--- src/rtl/core/mffd_pkg.sv ---
`default_nettype none
package mffd_pkg;

   localparam int BYTE_W      = 8;
   localparam int POS_W       = 5;
   localparam int PAYLOAD_LEN = 16;
   localparam int PAYLOAD_W   = PAYLOAD_LEN * BYTE_W;
   localparam int WORD_W      = 32;
   localparam int SCALE_SHIFT = 10;
   localparam int COARSE_W    = WORD_W - SCALE_SHIFT;
   localparam int OUT_W       = 22;
   localparam int SCALE_W     = 11;
   localparam int PROD_W      = COARSE_W + SCALE_W - 1;

   localparam logic [BYTE_W-1:0]  START_BYTE = 8'h3C;
   localparam logic [BYTE_W-1:0]  END_BYTE   = 8'h3E;
   localparam logic [POS_W-1:0]   POS_HUNT   = 5'd0;
   localparam logic [POS_W-1:0]   POS_END    = 5'd17;
   localparam logic signed [SCALE_W-1:0] SCALE_MUL = 11'sd1000;

   // words already shifted down by SCALE_SHIFT, waiting for the multiply
   typedef struct packed {
      logic signed [COARSE_W-1:0] x_position;
      logic signed [COARSE_W-1:0] x_speed;
      logic signed [COARSE_W-1:0] y_position;
      logic signed [COARSE_W-1:0] y_speed;
   } coarse_type;

endpackage
`default_nettype wire

--- src/rtl/core/motor_feedback_frame_decoder.sv ---
// Motor feedback frame decoder.
// req channel: one received link byte per word (req_valid / req_stall,
// req_rx_byte). The block hunts for '<', sixteen payload bytes, '>'.
// rsp channel: one word per good frame with four rescaled signed 22-bit
// fields (rsp_valid / rsp_stall). A bad end marker drops the frame silently.
// Throughput: one byte per cycle. req_stall only rises on the end-marker
// byte when the two-entry frame queue is full.
// Path: the edge that takes the end byte writes the frame queue; the
// multiply of the queue head is then registered into the output
// register, which a receiver stall can hold off.
// Reset (synchronous) empties the queue, drops the output word and returns
// to hunting for a start byte.
// While the receiver stalls, the output word holds, up to two further
// frames wait in the queue, and bytes keep flowing until a third frame
// reaches its end marker.
`default_nettype none
module motor_feedback_frame_decoder (
   input  wire logic                               clock,
   input  wire logic                               reset,
   input  wire logic                               req_valid,
   output logic                                    req_stall,
   input  wire logic [mffd_pkg::BYTE_W-1:0]        req_rx_byte,
   output logic                                    rsp_valid,
   input  wire logic                               rsp_stall,
   output logic signed [mffd_pkg::OUT_W-1:0]       rsp_x_position,
   output logic signed [mffd_pkg::OUT_W-1:0]       rsp_x_speed,
   output logic signed [mffd_pkg::OUT_W-1:0]       rsp_y_position,
   output logic signed [mffd_pkg::OUT_W-1:0]       rsp_y_speed
);

   logic                 push;
   logic                 queue_full;
   logic                 pop;
   logic                 head_valid;
   mffd_pkg::coarse_type push_data;
   mffd_pkg::coarse_type head_data;

   mffd_front u_front (
      .clock       (clock),
      .reset       (reset),
      .req_valid   (req_valid),
      .req_stall   (req_stall),
      .req_rx_byte (req_rx_byte),
      .push        (push),
      .push_data   (push_data),
      .queue_full  (queue_full)
   );

   mffd_queue u_queue (
      .clock      (clock),
      .reset      (reset),
      .push       (push),
      .push_data  (push_data),
      .full       (queue_full),
      .pop        (pop),
      .head_valid (head_valid),
      .head_data  (head_data)
   );

   mffd_back u_back (
      .clock          (clock),
      .reset          (reset),
      .head_valid     (head_valid),
      .head_data      (head_data),
      .pop            (pop),
      .rsp_valid      (rsp_valid),
      .rsp_stall      (rsp_stall),
      .rsp_x_position (rsp_x_position),
      .rsp_x_speed    (rsp_x_speed),
      .rsp_y_position (rsp_y_position),
      .rsp_y_speed    (rsp_y_speed)
   );

endmodule
`default_nettype wire

--- src/rtl/core/mffd_front.sv ---
`default_nettype none
module mffd_front (
   input  wire logic                         clock,
   input  wire logic                         reset,
   input  wire logic                         req_valid,
   output logic                              req_stall,
   input  wire logic [mffd_pkg::BYTE_W-1:0]  req_rx_byte,
   output logic                              push,
   output mffd_pkg::coarse_type              push_data,
   input  wire logic                         queue_full
);

   logic [mffd_pkg::POS_W-1:0]     pos_ff, pos_in;
   logic [mffd_pkg::PAYLOAD_W-1:0] payload_ff, payload_in;
   logic                           accept;
   logic                           at_end;

   // end position (and anything past it) needs a queue slot
   assign at_end    = (pos_ff >= mffd_pkg::POS_END);
   assign req_stall = at_end && queue_full;
   assign accept    = req_valid && !req_stall;
   assign push      = accept && at_end && (req_rx_byte == mffd_pkg::END_BYTE);

   always_comb begin
      pos_in     = pos_ff;
      payload_in = payload_ff;
      if (accept) begin
         if (pos_ff == mffd_pkg::POS_HUNT) begin
            if (req_rx_byte == mffd_pkg::START_BYTE) begin
               pos_in = 5'd1;
            end
         end else if (!at_end) begin
            // first payload byte ends up in the lowest byte lane
            payload_in = {req_rx_byte, payload_ff[mffd_pkg::PAYLOAD_W-1:mffd_pkg::BYTE_W]};
            pos_in     = pos_ff + 5'd1;
         end else begin
            pos_in = mffd_pkg::POS_HUNT;
         end
      end
   end

   // arithmetic shift right by 10 is just dropping the low bits
   assign push_data.x_position = payload_ff[31:10];
   assign push_data.x_speed    = payload_ff[63:42];
   assign push_data.y_position = payload_ff[95:74];
   assign push_data.y_speed    = payload_ff[127:106];

   always_ff @(posedge clock) begin
      if (reset) begin
         pos_ff <= mffd_pkg::POS_HUNT;
      end else begin
         pos_ff <= pos_in;
      end
   end

   always_ff @(posedge clock) begin
      payload_ff <= payload_in;
   end

endmodule
`default_nettype wire

--- src/rtl/core/mffd_queue.sv ---
`default_nettype none
module mffd_queue (
   input  wire logic                 clock,
   input  wire logic                 reset,
   input  wire logic                 push,
   input  wire mffd_pkg::coarse_type push_data,
   output logic                      full,
   input  wire logic                 pop,
   output logic                      head_valid,
   output mffd_pkg::coarse_type      head_data
);

   mffd_pkg::coarse_type entry_ff [2];
   logic       wr_ptr_ff, wr_ptr_in;
   logic       rd_ptr_ff, rd_ptr_in;
   logic [1:0] count_ff, count_in;
   logic       do_push, do_pop;

   assign full       = (count_ff == 2'd2);
   assign head_valid = (count_ff != 2'd0);
   assign head_data  = entry_ff[rd_ptr_ff];
   assign do_push    = push && !full;
   assign do_pop     = pop && head_valid;

   always_comb begin
      wr_ptr_in = wr_ptr_ff ^ do_push;
      rd_ptr_in = rd_ptr_ff ^ do_pop;
      count_in  = count_ff + {1'b0, do_push} - {1'b0, do_pop};
   end

   always_ff @(posedge clock) begin
      if (reset) begin
         wr_ptr_ff <= 1'b0;
         rd_ptr_ff <= 1'b0;
         count_ff  <= 2'd0;
      end else begin
         wr_ptr_ff <= wr_ptr_in;
         rd_ptr_ff <= rd_ptr_in;
         count_ff  <= count_in;
      end
   end

   always_ff @(posedge clock) begin
      if (do_push) begin
         entry_ff[wr_ptr_ff] <= push_data;
      end
   end

endmodule
`default_nettype wire

--- src/rtl/core/mffd_back.sv ---
`default_nettype none
module mffd_back (
   input  wire logic                               clock,
   input  wire logic                               reset,
   input  wire logic                               head_valid,
   input  wire mffd_pkg::coarse_type               head_data,
   output logic                                    pop,
   output logic                                    rsp_valid,
   input  wire logic                               rsp_stall,
   output logic signed [mffd_pkg::OUT_W-1:0]       rsp_x_position,
   output logic signed [mffd_pkg::OUT_W-1:0]       rsp_x_speed,
   output logic signed [mffd_pkg::OUT_W-1:0]       rsp_y_position,
   output logic signed [mffd_pkg::OUT_W-1:0]       rsp_y_speed
);

   logic                                   valid_ff, valid_in;
   logic signed [mffd_pkg::OUT_W-1:0]      xp_ff, xs_ff, yp_ff, ys_ff;
   logic signed [mffd_pkg::PROD_W-1:0]     xp_prod, xs_prod, yp_prod, ys_prod;

   function automatic logic signed [mffd_pkg::PROD_W-1:0] scale(
      input logic signed [mffd_pkg::COARSE_W-1:0] a
   );
      scale = mffd_pkg::PROD_W'(a) * mffd_pkg::PROD_W'(mffd_pkg::SCALE_MUL);
   endfunction

   assign pop      = head_valid && (!valid_ff || !rsp_stall);
   assign valid_in = pop || (valid_ff && rsp_stall);

   assign xp_prod = scale(head_data.x_position);
   assign xs_prod = scale(head_data.x_speed);
   assign yp_prod = scale(head_data.y_position);
   assign ys_prod = scale(head_data.y_speed);

   always_ff @(posedge clock) begin
      if (reset) begin
         valid_ff <= 1'b0;
      end else begin
         valid_ff <= valid_in;
      end
   end

   // product >>> 10, the top bits are the 22-bit result
   always_ff @(posedge clock) begin
      if (pop) begin
         xp_ff <= xp_prod[mffd_pkg::PROD_W-1:mffd_pkg::SCALE_SHIFT];
         xs_ff <= xs_prod[mffd_pkg::PROD_W-1:mffd_pkg::SCALE_SHIFT];
         yp_ff <= yp_prod[mffd_pkg::PROD_W-1:mffd_pkg::SCALE_SHIFT];
         ys_ff <= ys_prod[mffd_pkg::PROD_W-1:mffd_pkg::SCALE_SHIFT];
      end
   end

   assign rsp_valid      = valid_ff;
   assign rsp_x_position = xp_ff;
   assign rsp_x_speed    = xs_ff;
   assign rsp_y_position = yp_ff;
   assign rsp_y_speed    = ys_ff;

endmodule
`default_nettype wire

--- config.mk ---
export PLATFORM = sky130hd
export DESIGN_NAME = motor_feedback_frame_decoder
export DESIGN_NICKNAME = d
export VERILOG_FILES = /design/src/rtl/core/mffd_pkg.sv /design/src/rtl/core/motor_feedback_frame_decoder.sv /design/src/rtl/core/mffd_front.sv /design/src/rtl/core/mffd_queue.sv /design/src/rtl/core/mffd_back.sv
export SDC_FILE = /design/constraint.sdc
export NUM_CORES = 1
export LEC_CHECK = 0
export ABC_AREA = 1
export ABC_CLOCK_PERIOD_IN_PS = 16650
export BUFFER_PORTS_ARGS = -buffer_cell sky130_fd_sc_hd__buf_2
export CAP_MARGIN = 20
export CORE_ASPECT_RATIO = 0.5
export CORE_MARGIN = 3
export CORE_UTILIZATION = 45
export CTS_BUF_LIST = sky130_fd_sc_hd__clkbuf_16
export DETAILED_ROUTE_END_ITERATION = 12
export HOLD_SLACK_MARGIN = 0.08
export PLACE_DENSITY = 0.68
export SETUP_SLACK_MARGIN = 0.3
export SLEW_MARGIN = 20
export SYNTH_ARGS = -nofsm -noshare
export SYNTH_HDL_FRONTEND = slang
export SYNTH_HIERARCHICAL = 1
export SYNTH_SLANG_ARGS = --single-unit
--- constraint.sdc ---
create_clock -name clock -period 16.65 [get_ports clock]
set_clock_uncertainty 0.05 [all_clocks]
set_input_delay 1.665 -clock clock [delete_from_list [all_inputs] [get_ports clock]]
set_output_delay 1.665 -clock clock [all_outputs]
set_load 0.05 [all_outputs]
==> run metrics <==
Layout Area Growth over Synthesis 6.86%; capturing element type of the critical path flop; most frequently used cell type in the post-synthesis netlist sky130_fd_sc_hd__inv_1; number of top-level pins 102; outcome finished clean; worst-case vdd ir drop 0.0763 mV; cell taking the most area after synthesis sky130_fd_sc_hd__edfxtp_1; count of mapped cells out of synthesis 3217; violation count after the first detailed-route iteration 1125; met3 wire length 2.06 mm; synthesized area per cell 10.2 um^2; overall die height 197 um; Die W 388 um; number of H-tree levels 2; count of clock tree sinks 392; final hold violation count 0; Min-Delay Endpoint u_front/payload_ff[30]; startpoint of the lowest-slack hold path u_front/payload_ff[38]; initial core utilization 45.9%; startpoint type of the worst setup path flop; initial antenna violation count 0; synthesized cell area 0.0328 mm^2; number of vias per cell 4.69; final HPWL from detailed placement 48.4 mm; syn nets 3860; WL final 60.6 mm; Final Net Count 3909; endpoint of the lowest-slack register-to-register path u_back/rsp_x_speed[14]; Finish-stage setup viols 0; routed via count 19.9k; Fillers 6405; routed length on met1 28.6 mm; top cells by area, synth sky130_fd_sc_hd__edfxtp_1, sky130_fd_sc_hd__fa_1, sky130_fd_sc_hd__ha_1; count of flip-flops with a built-in enable after synthesis 382; post-route fraction of the period consumed by the critical path 36.8%; Core Footprint 0.0716 mm^2; area share of the largest cell type after synthesis 34.9%; number of buffers added for setup after CTS 0; worst max-slew margin expressed relative to the limit 32.5%; TritonCTS clock tree yes; most common flop cell mapped by yosys sky130_fd_sc_hd__edfxtp_1; via count of the first global-routing pass 21.2k; highest metal layer with signal wires met4; met2 WL 28.9 mm; cells along the critical path buf_4, mux2_4, inv_1, fa_1, fa_1, inv_1, fa_1, inv_1, fa_1, inv_1, ha_1, a21oi_1, inv_1, nor2_1, nand2_1, nand2_1, nand2_1, nand2_1, nand2_1, nand2_1, nand2_1; Antenna Diode Count 0; share of flip-flops with an asynchronous set or reset after synthesis 0%; crit-path max FO 51; area of the die 0.0764 mm^2; slowest cell on the critical path sky130_fd_sc_hd__buf_4; reg-to-reg setup timing slack 10.52 ns; cell type with the highest occurrence count on the critical path sky130_fd_sc_hd__nand2_1; required time of the critical path 16.91 ns; Clock Root Buffer sky130_fd_sc_hd__clkbuf_16; Max stage delay on crit path 0.84 ns; number of buffers inserted by port buffering 101; path type of the worst min-delay path reg -> reg; Seq. cell area 0.0117 mm^2; first-pass iteration count of the detailed router 6; count of warnings emitted by yosys 6; Leak 17.1 nW; multi-input logic area 0.0168 mm^2; Max Slew Vio Count 0; proportion of synthesized chip area in sequential cells 35.6%; wire length of the first global-routing pass 105 mm; pin count of the biggest net entering global routing 69; transition time of the tightest slew-check pin 1.01 ns; Hold WS 0.370 ns; number of remaining DRC errors 0; number of gates resized after cts 0; drt wl/cell 14.3 um; maximum achievable frequency 163 MHz; number of synthesized register bits 392; FF-to-FF Start u_queue/rd_ptr_ff; number of core rows 69; count of cell types in the netlist 40; shortest period the worst path allows 6.13 ns; unrepaired setup endpoints after global routing no; power per cell area 69.5 mW/mm^2; setup tns final 0 ns; worst-skew pair later-pin latency 0.58 ns; # hold bufs at CTS 0; clock buffer count from CTS 38; post-route ant nets 0; length in cells of the worst reg-to-reg path 21; most numerous cell types in the synthesized netlist sky130_fd_sc_hd__inv_1, sky130_fd_sc_hd__nand2_1, sky130_fd_sc_hd__edfxtp_1, sky130_fd_sc_hd__fa_1, sky130_fd_sc_hd__ha_1; clock-pin slew reported for the worst setup and hold paths after clock tree synthesis 0.07 ns; Crit Path Class reg -> reg; Clock Tree Buf Depth 3; maximum capacitance violations 0; Hold Path Cell Cnt 0; arrival time worst endpoint 6.39 ns; total gr overflow 0; global router's overall resource usage 16.7%; fraction of final layout cells sized beyond drive strength 1 9.77%; RD Place Congestion 0.879
metal layers:
metal	up-vias	GRT usage (%)
li1	9930	-
met1	9638	22.6
met2	298	28.9
met3	64	2.25
met4	0	3.68
met5	-	0
area by class of cell:
| type | count | share of cell area [%] |
|---|---|---|
| well taps | 958 | 3.42 |
| clock inverters | 32 | 1.02 |
| clock buffers | 38 | 2.71 |
| repair buffers | 107 | 1.57 |
| multi-input cells | 1768 | 47.7 |
| inverters | 959 | 10.3 |
| flip-flops and latches | 392 | 33.3 |
worst max-delay path: cells and delay by family, from the launching register on:
family,cells,cell delay [ns]
simple gates,8,0.68
fa+ha+maj,5,2.32
compound gates,1,0.24
flops,1,0.83
buf+inv,6,1.22
mux,1,0.41
kinds of logic (layout without fill, tap and decap cells):
| kind of cell | Yosys count | after routing | synth area share, % |
|---|---|---|---|
| adder cells (fa/ha/maj) | 631 | 631 | 31.4 |
| multiplexers | 88 | 88 | 4.02 |
| AO/OA/AOI/OAI | 200 | 200 | 3.43 |
| flip-flops | 392 | 392 | 35.6 |
| buffers and inverters | 1057 | 1136 | 13.6 |
| XOR/XNOR | 74 | 74 | 1.97 |
| AND/OR/NAND/NOR | 775 | 775 | 10.1 |
report_power, final:
part | leakage [nW] | total (mW) | internal (mW) | switching [mW]
clock | 0.642 | 0.902 | 0.496 | 0.406
sequential | 3.56 | 1.40 | 1.33 | 0.0790
combinational | 12.9 | 0.133 | 0.0298 | 0.103
total | 17.1 | 2.44 | 1.85 | 0.589
worst max-delay path by stage:
stage	start	end	slack, ns	depth (start not counted)
floorplan	req_valid	u_front/payload_ff[100]	9.36	2
global placement	u_queue/rd_ptr_ff	u_back/rsp_x_speed[10]	10.49	18
detailed placement	u_queue/rd_ptr_ff	u_back/rsp_x_speed[14]	10.48	21
CTS	u_queue/rd_ptr_ff	u_back/rsp_x_speed[14]	10.43	21
global route	u_queue/rd_ptr_ff	u_back/rsp_x_speed[14]	10.04	21
finish	u_queue/rd_ptr_ff	u_back/rsp_x_speed[14]	10.52	21
state kept, by name, summed over array words and instances (netlist names):
| name | flops |
|---|---|
| u_back/rsp_y_speed | 22 |
| u_back/rsp_y_position | 22 |
| u_queue/entry_ff | 176 |
| u_back/rsp_x_position | 22 |
| u_queue/rd_ptr_ff | 1 |
| u_back/rsp_valid | 1 |
| u_queue/count_ff | 2 |
| u_front/pos_ff | 5 |
| u_back/rsp_x_speed | 22 |
| u_front/payload_ff | 118 |
| u_queue/wr_ptr_ff | 1 |
cells in the final DEF, fill, tap and decap left out, types with 15 or more instances in the layout:
master                      count
sky130_fd_sc_hd__a21oi_1      113
sky130_fd_sc_hd__buf_2        101
sky130_fd_sc_hd__clkbuf_16     38
sky130_fd_sc_hd__edfxtp_1     382
sky130_fd_sc_hd__fa_1         320
sky130_fd_sc_hd__ha_1         309
sky130_fd_sc_hd__inv_1        958
sky130_fd_sc_hd__mux2_4        88
sky130_fd_sc_hd__nand2_1      447
sky130_fd_sc_hd__nand2_2       17
sky130_fd_sc_hd__nand3_1       72
sky130_fd_sc_hd__nand4_1       35
sky130_fd_sc_hd__nor2_1       154
sky130_fd_sc_hd__o21ai_0       38
sky130_fd_sc_hd__o21bai_1      15
sky130_fd_sc_hd__xnor2_1       21
sky130_fd_sc_hd__xor2_1        53
per-stage QoR:
stage          setup slack [ns]  cells  total power, mW  cell area, um^2  util (%)
2_1_floorplan              9.36   3217             1.62            32800         -
3_3_place_gp              10.49   4184             1.55            33800      47.2
3_5_place_dp              10.48   4184             1.57            33800      47.2
4_1_cts                   10.43   4254             2.47            35100      49.0
5_1_grt                   10.04   4254             2.54            35100      49.0
6_report                  10.52   4254             2.44            35100      49.0
Note: power is estimated with default switching activity, not from simulation.
